**src/sv/ffsl_pkg.sv**
```systemverilog
// Package for the frame format survey and lock block: widths, codes, slot types.
`default_nettype none
package ffsl_pkg;

	localparam int SURVEY_SLOTS = 4;
	localparam int LEN_W        = 10;
	localparam int FMT_W        = 4;
	localparam int TALLY_W      = 10;
	localparam int CNT_W        = 10;
	localparam int MISMATCH_W   = 32;
	localparam int CFG_W        = 10;
	localparam int CFG_IDX_W    = 1;
	localparam int QUARTER_SHIFT = 2;

	localparam logic [CFG_W-1:0] SURVEY_LENGTH_RST = 10'd64;
	localparam logic [CFG_W-1:0] SHARE_FLOOR_RST   = 10'd4;

	typedef enum logic [1:0] {
		VERDICT_SURVEY   = 2'd0,
		VERDICT_ACCEPT   = 2'd1,
		VERDICT_MISMATCH = 2'd2
	} verdict_t;

	typedef enum logic [CFG_IDX_W-1:0] {
		CFG_SURVEY_LENGTH = 1'b0,
		CFG_SHARE_FLOOR   = 1'b1
	} cfg_reg_t;

	typedef struct packed {
		logic [LEN_W-1:0] length;
		logic [FMT_W-1:0] format;
	} pair_t;

	// tally of zero marks a free slot
	typedef struct packed {
		logic [LEN_W-1:0]   length;
		logic [FMT_W-1:0]   format;
		logic [TALLY_W-1:0] tally;
	} slot_t;

	typedef slot_t [SURVEY_SLOTS-1:0] slot_bank_t;

endpackage
`default_nettype wire

```
**src/sv/ffsl_in_if.sv**
```systemverilog
// Request channel carrying one frame descriptor.
`default_nettype none
interface ffsl_in_if
	import ffsl_pkg::*;
();
	logic             valid;
	logic             ready;
	logic [LEN_W-1:0] frame_length;
	logic [FMT_W-1:0] frame_format;

	modport source (output valid, output frame_length, output frame_format, input ready);
	modport sink   (input valid, input frame_length, input frame_format, output ready);
endinterface
`default_nettype wire

```
**src/sv/ffsl_out_if.sv**
```systemverilog
// Result channel carrying one verdict per frame.
`default_nettype none
interface ffsl_out_if
	import ffsl_pkg::*;
();
	logic                  valid;
	logic                  ready;
	logic [1:0]            verdict;
	logic                  is_locked;
	logic [LEN_W-1:0]      chosen_length;
	logic [FMT_W-1:0]      chosen_format;
	logic [MISMATCH_W-1:0] mismatch_total;

	modport source (output valid, output verdict, output is_locked, output chosen_length,
		output chosen_format, output mismatch_total, input ready);
	modport sink   (input valid, input verdict, input is_locked, input chosen_length,
		input chosen_format, input mismatch_total, output ready);
endinterface
`default_nettype wire

```
**src/sv/ffsl_tally.sv**
```systemverilog
// Slot tally update: bumps the matching slot, else claims the lowest free one.
`default_nettype none
module ffsl_tally
	import ffsl_pkg::*;
(
	input  slot_bank_t slots,
	input  pair_t      frame,
	output slot_bank_t slots_next
);

	logic [SURVEY_SLOTS-1:0] used;
	logic [SURVEY_SLOTS-1:0] match;
	logic [SURVEY_SLOTS-1:0] sel;
	logic [SURVEY_SLOTS-1:0] hit_oh;

	always_comb begin
		for (int i = 0; i < SURVEY_SLOTS; i++) begin
			used[i]  = |slots[i].tally;
			match[i] = used[i] && slots[i].length == frame.length
				&& slots[i].format == frame.format;
		end
		sel    = (|match) ? match : ~used;
		// isolate lowest set bit
		hit_oh = sel & (~sel + SURVEY_SLOTS'(1));
		for (int i = 0; i < SURVEY_SLOTS; i++) begin
			slots_next[i] = slots[i];
			if (hit_oh[i]) begin
				slots_next[i].length = frame.length;
				slots_next[i].format = frame.format;
				slots_next[i].tally  = slots[i].tally + TALLY_W'(1);
			end
		end
	end

endmodule
`default_nettype wire

```
**src/sv/ffsl_pick.sv**
```systemverilog
// Lock choice: longest recurring pair, else most common, else the current frame.
`default_nettype none
module ffsl_pick
	import ffsl_pkg::*;
(
	input  slot_bank_t       slots,
	input  logic [CNT_W-1:0] need,
	input  pair_t            frame,
	output pair_t            choice
);

	logic [SURVEY_SLOTS-1:0] used;
	logic [SURVEY_SLOTS-1:0] cand;
	logic [SURVEY_SLOTS-1:0] win_len;
	logic [SURVEY_SLOTS-1:0] win_cnt;
	pair_t                   pick_len;
	pair_t                   pick_cnt;

	always_comb begin
		for (int i = 0; i < SURVEY_SLOTS; i++) begin
			used[i] = |slots[i].tally;
			cand[i] = used[i] && (CNT_W'(slots[i].tally) >= need);
		end
		// all-pairs knockout; lower slot wins a tie
		for (int i = 0; i < SURVEY_SLOTS; i++) begin
			win_len[i] = cand[i];
			win_cnt[i] = used[i];
			for (int j = 0; j < SURVEY_SLOTS; j++) begin
				if (j != i) begin
					if (cand[j] && (slots[j].length > slots[i].length
						|| (slots[j].length == slots[i].length && j < i)))
						win_len[i] = 1'b0;
					if (used[j] && (slots[j].tally > slots[i].tally
						|| (slots[j].tally == slots[i].tally && j < i)))
						win_cnt[i] = 1'b0;
				end
			end
		end
		pick_len = '0;
		pick_cnt = '0;
		for (int i = 0; i < SURVEY_SLOTS; i++) begin
			if (win_len[i])
				pick_len = pick_len | pair_t'({slots[i].length, slots[i].format});
			if (win_cnt[i])
				pick_cnt = pick_cnt | pair_t'({slots[i].length, slots[i].format});
		end
		priority if (|cand)
			choice = pick_len;
		else if (|used)
			choice = pick_cnt;
		else
			choice = frame;
	end

endmodule
`default_nettype wire

```
**src/sv/frame_format_survey_lock.sv**
```systemverilog
// Frame format survey and lock: top level with input stage, state and result register.
// The input stage registers each accepted frame; its verdict is then registered in the result stage.
// Throughput: one frame descriptor per cycle while the result side accepts; the survey, lock choice
//   and verdict are settled combinationally between input and result registers.
// Reset (arst_n low): clears slots, survey count, lock and mismatch counter,
//   and returns survey_length to 64 and share_floor to 4; no clearing pass.
`default_nettype none
module frame_format_survey_lock
	import ffsl_pkg::*;
(
	input  wire logic                 clk,
	input  wire logic                 arst_n,
	input  wire logic                 cfg_we,
	input  wire logic [CFG_IDX_W-1:0] cfg_index,
	input  wire logic [CFG_W-1:0]     cfg_data,
	ffsl_in_if.sink                   frames,
	ffsl_out_if.source                results
);

	// configuration
	logic [CFG_W-1:0] survey_length_q;
	logic [CFG_W-1:0] share_floor_q;

	// input stage
	logic  valid_s1;
	pair_t frame_s1;

	// session state
	slot_bank_t            slots_q;
	logic [CNT_W-1:0]      surveyed_q;
	logic                  lock_q;
	pair_t                 lock_pair_q;
	logic [MISMATCH_W-1:0] mismatch_q;

	// result stage
	logic                  valid_s2;
	verdict_t              verdict_s2;
	logic                  locked_s2;
	pair_t                 chosen_s2;
	logic [MISMATCH_W-1:0] mismatch_s2;

	logic                  advance;
	slot_bank_t            slots_tallied;
	logic [CNT_W-1:0]      surveyed_next;
	logic [CNT_W-1:0]      quarter;
	logic [CNT_W-1:0]      need;
	logic                  decide;
	pair_t                 pick_pair;
	pair_t                 lock_pair_d;
	logic                  locked_now;
	verdict_t              verdict_d;
	logic [MISMATCH_W-1:0] mismatch_d;

	assign advance      = valid_s1 && (!valid_s2 || results.ready);
	assign frames.ready = !valid_s1 || advance;

	ffsl_tally u_tally (
		.slots      (slots_q),
		.frame      (frame_s1),
		.slots_next (slots_tallied)
	);

	ffsl_pick u_pick (
		.slots  (slots_tallied),
		.need   (need),
		.frame  (frame_s1),
		.choice (pick_pair)
	);

	always_comb begin
		surveyed_next = surveyed_q + CNT_W'(1);
		quarter       = surveyed_next >> QUARTER_SHIFT;
		need          = (quarter < CNT_W'(share_floor_q)) ? CNT_W'(share_floor_q) : quarter;
		decide        = !lock_q && (surveyed_next >= CNT_W'(survey_length_q));
		lock_pair_d   = lock_q ? lock_pair_q : pick_pair;
		locked_now    = lock_q || decide;
		verdict_d     = VERDICT_SURVEY;
		mismatch_d    = mismatch_q;
		if (locked_now) begin
			if (frame_s1 == lock_pair_d) begin
				verdict_d = VERDICT_ACCEPT;
			end else begin
				verdict_d  = VERDICT_MISMATCH;
				mismatch_d = mismatch_q + MISMATCH_W'(1);
			end
		end
	end

	always_ff @(posedge clk or negedge arst_n) begin
		if (!arst_n) begin
			survey_length_q <= SURVEY_LENGTH_RST;
			share_floor_q   <= SHARE_FLOOR_RST;
		end else if (cfg_we) begin
			unique case (cfg_reg_t'(cfg_index))
				CFG_SURVEY_LENGTH: survey_length_q <= cfg_data;
				CFG_SHARE_FLOOR:   share_floor_q   <= cfg_data;
				default:           ;
			endcase
		end
	end

	always_ff @(posedge clk or negedge arst_n) begin
		if (!arst_n) begin
			valid_s1 <= 1'b0;
		end else if (frames.ready) begin
			valid_s1 <= frames.valid;
		end
	end

	always_ff @(posedge clk) begin
		if (frames.valid && frames.ready) begin
			frame_s1.length <= frames.frame_length;
			frame_s1.format <= frames.frame_format;
		end
	end

	always_ff @(posedge clk or negedge arst_n) begin
		if (!arst_n) begin
			slots_q     <= '0;
			surveyed_q  <= '0;
			lock_q      <= 1'b0;
			lock_pair_q <= '0;
			mismatch_q  <= '0;
		end else if (advance) begin
			if (!lock_q) begin
				slots_q    <= slots_tallied;
				surveyed_q <= surveyed_next;
			end
			if (decide) begin
				lock_q      <= 1'b1;
				lock_pair_q <= pick_pair;
			end
			mismatch_q <= mismatch_d;
		end
	end

	always_ff @(posedge clk or negedge arst_n) begin
		if (!arst_n) begin
			valid_s2 <= 1'b0;
		end else if (advance) begin
			valid_s2 <= 1'b1;
		end else if (results.ready) begin
			valid_s2 <= 1'b0;
		end
	end

	always_ff @(posedge clk) begin
		if (advance) begin
			verdict_s2  <= verdict_d;
			locked_s2   <= locked_now;
			chosen_s2   <= locked_now ? lock_pair_d : '0;
			mismatch_s2 <= mismatch_d;
		end
	end

	assign results.valid          = valid_s2;
	assign results.verdict        = verdict_s2;
	assign results.is_locked      = locked_s2;
	assign results.chosen_length  = chosen_s2.length;
	assign results.chosen_format  = chosen_s2.format;
	assign results.mismatch_total = mismatch_s2;

endmodule
`default_nettype wire

```
**src/flat_wrapper.sv**
```systemverilog
// flat-port wrapper written by rule: the top's interface ports become plain ports
module frame_format_survey_lock_flat import ffsl_pkg::*;
  (clk, arst_n, cfg_we, cfg_index, cfg_data, frames_valid, frames_frame_length, frames_frame_format, frames_ready, results_valid, results_verdict, results_is_locked, results_chosen_length, results_chosen_format, results_mismatch_total, results_ready);
  ffsl_in_if frames_i ();
  ffsl_out_if results_i ();
  input  wire logic clk;
  input  wire logic arst_n;
  input  wire logic cfg_we;
  input  wire logic [CFG_IDX_W-1:0] cfg_index;
  input  wire logic [CFG_W-1:0] cfg_data;
  input wire logic [$bits(frames_i.valid)-1:0] frames_valid;
  input wire logic [$bits(frames_i.frame_length)-1:0] frames_frame_length;
  input wire logic [$bits(frames_i.frame_format)-1:0] frames_frame_format;
  output wire logic [$bits(frames_i.ready)-1:0] frames_ready;
  output wire logic [$bits(results_i.valid)-1:0] results_valid;
  output wire logic [$bits(results_i.verdict)-1:0] results_verdict;
  output wire logic [$bits(results_i.is_locked)-1:0] results_is_locked;
  output wire logic [$bits(results_i.chosen_length)-1:0] results_chosen_length;
  output wire logic [$bits(results_i.chosen_format)-1:0] results_chosen_format;
  output wire logic [$bits(results_i.mismatch_total)-1:0] results_mismatch_total;
  input wire logic [$bits(results_i.ready)-1:0] results_ready;
  assign frames_i.valid = frames_valid;
  assign frames_i.frame_length = frames_frame_length;
  assign frames_i.frame_format = frames_frame_format;
  assign frames_ready = frames_i.ready;
  assign results_valid = results_i.valid;
  assign results_verdict = results_i.verdict;
  assign results_is_locked = results_i.is_locked;
  assign results_chosen_length = results_i.chosen_length;
  assign results_chosen_format = results_i.chosen_format;
  assign results_mismatch_total = results_i.mismatch_total;
  assign results_i.ready = results_ready;
  frame_format_survey_lock u_core (.clk(clk), .arst_n(arst_n), .cfg_we(cfg_we), .cfg_index(cfg_index), .cfg_data(cfg_data), .frames(frames_i), .results(results_i));
endmodule
```
**config.mk**
```make
export PLATFORM = sky130hd
export DESIGN_NAME = frame_format_survey_lock_flat
export DESIGN_NICKNAME = d
export VERILOG_FILES = /design/src/sv/ffsl_pkg.sv /design/src/sv/ffsl_in_if.sv /design/src/sv/ffsl_out_if.sv /design/src/sv/ffsl_tally.sv /design/src/sv/ffsl_pick.sv /design/src/sv/frame_format_survey_lock.sv /design/src/flat_wrapper.sv
export SDC_FILE = /design/constraint.sdc
export NUM_CORES = 1
export LEC_CHECK = 0
export ABC_AREA = 1
export BUFFER_PORTS_ARGS = -buffer_cell sky130_fd_sc_hd__buf_4
export CAP_MARGIN = 20
export CORE_MARGIN = 1
export CORE_UTILIZATION = 35
export DETAILED_ROUTE_END_ITERATION = 8
export PLACE_DENSITY = 0.54
export REMOVE_ABC_BUFFERS = 1
export SLEW_MARGIN = 40
export SYNTH_ARGS = -nofsm -noshare
export SYNTH_HDL_FRONTEND = slang
export SYNTH_SLANG_ARGS = --single-unit
```
**constraint.sdc**
```tcl
create_clock -name clk -period 9.3 [get_ports clk]
set_clock_uncertainty 0.1 [all_clocks]
set_input_delay 0.465 -clock clk [delete_from_list [all_inputs] [get_ports clk]]
set_output_delay 0.465 -clock clk [all_outputs]
set_load 0.01 [all_outputs]
```
== Word-level counts from Yosys, hierarchy flattened ==
Index checks and enable logic that the tools add are counted.
W data, S select, Z words.
Operators by class
  add/sub/neg operators: 7
  multiply operators: 0
  div/mod/pow operators: 0
  $lt $le $gt $ge: 30
  equal/unequal tests: 21
  shifts and indexed selects: 0
  multiplexer cells: 46
  bitwise gates (word level): 11
  reductions and logical operators: 73
Operators with widths (count)
  $gt A10 B10 Y1: 24
  $eq A10 B10 Y1: 16
  $mux W14: 11
  $mux W24: 4
  $or A14 B14 Y14: 6
  $reduce_or A10 Y1: 8
  $mux W32: 2
  $add A10 B1 Y10 const B: 5
  $ge A10 B10 Y1: 5
  $reduce_or A40 Y1: 1
  $logic_and A1 B1 Y1: 39
  $add A32 B1 Y32 const B: 1
  $mux W1: 26
  $eq A4 B4 Y1: 4
  $logic_or A1 B1 Y1: 15
  $eq A14 B14 Y1: 1
  $lt A8 B10 Y1: 1
  $mux W10: 1
  $not A4 Y4: 2
  $reduce_and A2 Y1: 4
  $reduce_or A4 Y1: 2
  $add A4 B1 Y4 const B: 1
  $and A4 B4 Y4: 1
  $mux W4: 1
  other kinds (4): 7
Word-level totals
  register bits: 238
  latch bits: 0
  memory bits (writable): 0
  memory bits (read-only): 0
  input port bits: 30
  output and inout port bits: 51
  word-level logic and storage cells: 216
  memories kept: 0

== Depth between registers and ports, before layout ==
  word-level depth: 27
  gate-level depth with buffers: 50
  depth with buffers taken out: 48

== Cells and area by module ==
A second synthesis with hierarchy kept.
Second synthesis, totals
  cells, all modules: 3059
  area, all modules: 20038.0 µm²
By module, submodules not included
  frame_format_survey_lock: instances 1, cells each 1314, area each 10964.3 µm², seq. area each 6273.5 µm²
  ffsl_pick: instances 1, cells each 1065, area each 5965.7 µm², seq. area each 0.0 µm²
  ffsl_tally: instances 1, cells each 680, area each 3108.0 µm², seq. area each 0.0 µm²

== Worst setup path before layout ==
OpenSTA, ideal clock, no wires.
  kind: register to register
  from: reg u_core.surveyed_q[0]
  to: reg u_core.mismatch_s2[3], in the netlist u_core.results.mismatch_total[3], data pin
  library setup time: 0.250 ns
  data arrival time: 5.268 ns
  data required time: 8.950 ns
  path slack: 3.683 ns
  stages on the path, launching flop included: 47
  buffers on the path: 3
  clock period less this slack: 5.617 ns
  cell sequence: dfrtp_1 nand3_1 nor3_1 nand3_1 nor2_1 xnor2_1 inv_1 ha_1 nand2_1 nor4_1 o21ai_1 nand2_1 clkbuf_1 nand2_1 o21ai_0 ha_1 inv_1 a21boi_0 [11 not listed] nor2_2 buf_4 nand3_1 nand2_1 nor2_1 nand3_2 nand2_1 nand2_1 nand2_1 nor2_1 nand2_1 nor2_4 nand2_4 buf_6 nand2_1 nand2_1 nand2_1 inv_1
Between the ends
  word-level cells in the longest chain between the ends: 21
  elaborated cells between the ends (all ways): 51
  those cells by class: add/sub (1); order compare (6); eq/ne (1); mux (21); bitwise (3); reduce/logical (19)
Ends and longest elaborated chain
  from (decl): RTL line frame_format_survey_lock.sv:30  | logic [CNT_W-1:0] surveyed_q;
  from (signal assigned): RTL line frame_format_survey_lock.sv:127  | surveyed_q <= surveyed_next;
  $add A10 B1 Y10 *: RTL line frame_format_survey_lock.sv:71  | surveyed_next = surveyed_q + CNT_W'(1);
  via u_core.surveyed_next[9]: RTL line frame_format_survey_lock.sv:44  | logic [CNT_W-1:0] surveyed_next;
  $lt A8 B10 Y1: RTL line frame_format_survey_lock.sv:73  | need = (quarter < CNT_W'(share_floor_q)) ? CNT_W'(share_floor_q) : quarter;
  $mux W10: RTL line frame_format_survey_lock.sv:73
  $ge A10 B10 Y1: RTL line ffsl_pick.sv:22  | cand[i] = used[i] && (CNT_W'(slots[i].tally) >= need);
  $logic_and A1 B1 Y1: RTL line ffsl_pick.sv:22
  $logic_and A1 B1 Y1: RTL line ffsl_pick.sv:30  | if (cand[j] && (slots[j].length > slots[i].length
  $mux W1 (3 in series): RTL line ffsl_pick.sv:30
  [5 not listed]
  $or A14 B14 Y14: RTL line ffsl_pick.sv:43  | pick_len = pick_len | pair_t'({slots[i].length, slots[i].format});
  $mux W14: RTL line ffsl_pick.sv:42  | if (win_len[i])
  $mux W14: RTL line ffsl_pick.sv:47  | priority if (|cand)
  $mux W14: RTL line frame_format_survey_lock.sv:75  | lock_pair_d = lock_q ? lock_pair_q : pick_pair;
  $eq A14 B14 Y1: RTL line frame_format_survey_lock.sv:80  | if (frame_s1 == lock_pair_d) begin
  $mux W32: RTL line frame_format_survey_lock.sv:80
  $mux W32 *: RTL line frame_format_survey_lock.sv:79  | if (locked_now) begin
  via u_core.mismatch_d[3]: RTL line frame_format_survey_lock.sv:52  | logic [MISMATCH_W-1:0] mismatch_d;
  to (signal assigned): RTL line frame_format_survey_lock.sv:152  | mismatch_s2 <= mismatch_d;
  to (decl): RTL line frame_format_survey_lock.sv:40  | logic [MISMATCH_W-1:0] mismatch_s2;
Mark *: on every way through the listed nets, which the timed path passes. The rest lies on a longest branch.
A chain may end at the register's enable or synchronous reset.

==> qor.log <==
INFO  drt            drt_first_iter_violations=1327
INFO  worst_hold_path hold_path.startpoint=cfg_data[2]
INFO  clocking       cts_made_buffers=30
INFO  placement      placed_cells=3567
INFO  synth          synth_most_common_cell=nand2_1
INFO  power          ir_drop=139.4uV
INFO  clocking       cts.repair_timing.setup_buffer_count=0
INFO  clocking       clk_root_buffer_cell=clkbuf_16
INFO  die            core_area=54990squm
INFO  synth          synth.area.mux_share=0
INFO  die            die_h=237.8microns
INFO  final_layout   seqCellArea=6274squm
INFO  die            ioPinCount=81
INFO  placement      globalplace.congestion=0.9491
INFO  synth          synth_adder_area_share=0.1164
INFO  global_routing grt_overflow=0
INFO  synth          netlist_top_cells_count=nand2_1, inv_1, nand3_1, nor2_1, o21ai_0
INFO  sta            tns=0ns
INFO  placement      io_buffer_count=80
INFO  clocking       numClockSinks=238
INFO  global_routing via_count_of_the_first_global_routing_pass=17480
INFO  drt            dr_total_vias=18540
INFO  critical_path  path_class=flop to flop
INFO  clocking       cts-htree-levels=1
INFO  critical_path  timing.critical_path.slowest_cell_delay=0.62ns
INFO  die            initial_utilization=0.3539
INFO  worst_hold_path worst_hold_path_type=input pin to flop
INFO  clocking       post_cts_resize_count=0
INFO  global_routing grt_pass1_wl=100.7mm
INFO  synth          average_cell_area_after_synthesis=6.970squm
INFO  flow_run       maxCapViolCount=0
INFO  critical_path  critPathSlowestCell=o21ai_0
INFO  synth          ys_ff_latch=238
INFO  final_layout   multi_input_comb_area=11160squm
INFO  synth          synth_top_area_share=0.2225
INFO  synth          yosysWarnings=0
INFO  synth          synthSimpleGateAreaFrac=0.3386
INFO  final_layout   count_of_nets_after_finishing=3077
INFO  outcome        outcome=complete, no violations
INFO  sta            unrepaired_setup_endpoints_after_global_routing=false
INFO  synth          post-synth-top-area-cell=dfrtp_1
INFO  drt            firstDrtPassIters=5
INFO  synth          synth-edff-count=63
INFO  critical_path  flop_to_flop_setup_slack=0.89ns
INFO  clocking       clk_path_buf_depth=3
INFO  final_layout   flow.area_growth_from_synthesis=12.99%
INFO  clocking       worst_skew_pair.late_latency=0.62ns
INFO  global_routing grt_antenna_before_repair=0
INFO  synth          yosys.cell_types.count=55
INFO  synth          synthTopCellsByArea=dfrtp_1, nand2_1, ha_1
INFO  critical_path  worst-endpoint-required=9.55ns
INFO  drt            mean_number_of_vias_per_cell=5.096
INFO  critical_path  crit_start=u_core.slots_q[72]
INFO  synth          post_synth_xor_area_fraction=0.01710
INFO  worst_hold_path holdPathStages=3
INFO  drt            detail_route.wl_per_cell=17.95microns
INFO  final_layout   antenna_cells=0
INFO  sta            part_of_the_cycle_the_worst_path_needs=0.9048
INFO  critical_path  cp_common_cell=nand2_1
INFO  sta            max_slew_margin=0.4495
INFO  power          total_power=2.846mW
INFO  critical_path  timing.reg2reg.worst_path_depth=42
INFO  global_routing globalRouteTotalUtil=0.2294
INFO  drt            drc=0
INFO  clocking       cts_tree=yes
INFO  synth          synth_compound_gate_area_share=0.1004
INFO  synth          synthCells=2792
INFO  die            fp-row-count=86
INFO  sta            count_of_final_max_slew_check_failures=0
INFO  critical_path  timing.critical_path.fanout_max=36
INFO  synth          synth_top_family_by_area=simple AND/OR/NAND/NOR gates
INFO  critical_path  timing.critical_path.to_type=flop
INFO  synth          ys_dominant_reg_cell=dfrtp_1
INFO  critical_path  reg2reg_from=u_core.slots_q[72]
INFO  synth          synth.yosys.seq_area_share=0.3224
INFO  power          static-leakage-power=11.51nW
INFO  die            die_x=237.8microns
INFO  drt            antenna_violating_nets_post_route=0
INFO  power          power-per-cell-area=129.4nW/um^2
INFO  critical_path  crit_arrival=8.67ns
INFO  clocking       clkTransAtPathRegs=0.06ns
INFO  sta            period_needed=8.415ns
INFO  critical_path  critPathLaunchType=flop
INFO  synth          synth.cell_area=19460squm
INFO  final_layout   fill_cell_instance_count_of_the_final_layout=5762
INFO  sta            timing.fmax=0.1188GHz
INFO  final_layout   finish.cell_count_without_fillers=3638
INFO  global_routing pin_count_of_the_biggest_net_entering_global_routing=117
INFO  critical_path  r2r-end=u_core.results.mismatch_total[24]
INFO  final_layout   drive_gt1_frac=0.1014
INFO  synth          synth_async_sr_flop_share=0.7353
INFO  placement      post-dp-hpwl=47.97mm
INFO  sta            setup_viol=0
INFO  sta            hold_viol=0
INFO  worst_hold_path timing.hold.worst_endpoint=u_core.share_floor_q[2]
INFO  die            design.die.area=56550squm
INFO  sta            worstMarginPinSlew=0.8202ns
INFO  drt            finalWirelength=65.31mm
[critical path: cells and delay by family, from the launching register on]
kind / cells / cell delay [ns]
and+or+nand+nor: 26 / 3.68
AOI/OAI and AO/OA: 7 / 1.67
buffers and inverters: 7 / 1.59
adders and majority gates: 2 / 0.58
DFF: 1 / 0.51
[state kept, by name, indices dropped and copies added (netlist names)]
register and count:
u_core.frame_s1 14, u_core.lock_pair_q 14, u_core.lock_q 1, u_core.mismatch_q 32
u_core.results.chosen_format 4, u_core.results.chosen_length 10, u_core.results.is_locked 1, u_core.results.mismatch_total 32
u_core.results.valid 1, u_core.results.verdict 2, u_core.share_floor_q 10, u_core.slots_q 96
u_core.survey_length_q 10, u_core.surveyed_q 10, u_core.valid_s1 1
[worst max path at each step]
stage	to	slack, ns
final	u_core.results.mismatch_total[24]	0.89
after global routing	u_core.results.mismatch_total[18]	0.21
after CTS	u_core.results.mismatch_total[24]	0.83
after detailed placement	u_core.results.mismatch_total[18]	0.90
after global placement	u_core.results.mismatch_total[22]	1.11
after floorplan	u_core.results.mismatch_total[0]	3.09
[cells in the final DEF, fill, tap and decap left out, drive strengths merged]
master / Yosys / routed
a211oi: 9 / 9
a21boi: 7 / 7
a21o: 1 / 1
a21oi: 88 / 88
a221oi: 2 / 2
a2bb2oi: 1 / 1
a311oi: 1 / 1
a31oi: 14 / 14
and2: 4 / 4
buf: 63 / 124
bufinv: 0 / 4
clkbuf: 34 / 41
clkinv: 4 / 14
clkinvlp: 0 / 1
dfrtp: 173 / 173
dfstp: 2 / 2
dlygate4sd3: 0 / 15
edfxtp: 63 / 63
ha: 181 / 181
inv: 377 / 378
nand2: 895 / 895
nand3: 231 / 231
nand3b: 4 / 4
nand4: 72 / 72
nor2: 225 / 225
nor3: 35 / 35
nor3b: 1 / 1
nor4: 12 / 12
o2111ai: 1 / 1
o211ai: 5 / 5
o21a: 5 / 5
o21ai: 213 / 213
o21bai: 5 / 5
o41ai: 6 / 6
or2: 19 / 19
xnor2: 2 / 2
xor2: 36 / 36
[through the flow]
step | cell area, sq um | hold slack (ns) | setup WS, ns | util
finish | 21990 | 0.02675 | 0.8855 | 0.3999
global placement | 20770 | 0.3710 | 1.106 | 0.3777
detailed placement | 20810 | 0.3739 | 0.8955 | 0.3784
CTS | 21990 | 0.005751 | 0.8342 | 0.3999
floorplan | 18850 | 0.06941 | 3.091 | -
global route | 21990 | 0.02923 | 0.2142 | 0.3999
[repair_timing]
item,CTS,global route
hold endpoints to repair,127,0
endpoints found under the setup margin,0,0
hold buffers,15,0
[layout make-up]
cell class,instances,share of cell area
inverter,381,0.06566
tap,748,0.04256
sequential,238,0.2853
multi-input combinational,2075,0.5074
clock buffer,40,0.03767
timing repair buffer,140,0.05212
clock inverter,16,0.009275
[layer usage]
layer	wire, microns	vias up	part of all wire	global-route usage
met3	2732	129	0.042	0.02032
met1	29420	8678	0.45	0.3044
li1	-	9237	-	-
met4	2444	0	0.037	0.08974
met2	30710	496	0.47	0.3844
met5	0	-	0	0
[power by group]
group	leakage [nW]	total, mW	switching (mW)	internal, mW
logic	8.10	0.422	0.277	0.145
clock network	0.499	1.24	0.506	0.735
registers	2.91	1.18	0.0424	1.14
total	11.5	2.85	0.826	2.02
[logic make-up after synthesis]
kind of cell,after synthesis
AO/OA/AOI/OAI,358
adder cells (fa/ha/maj),181
AND/OR/NAND/NOR,1498
flip-flops,238
XOR/XNOR,38
buffers and inverters,479
(Power assumes the default switching activity.)
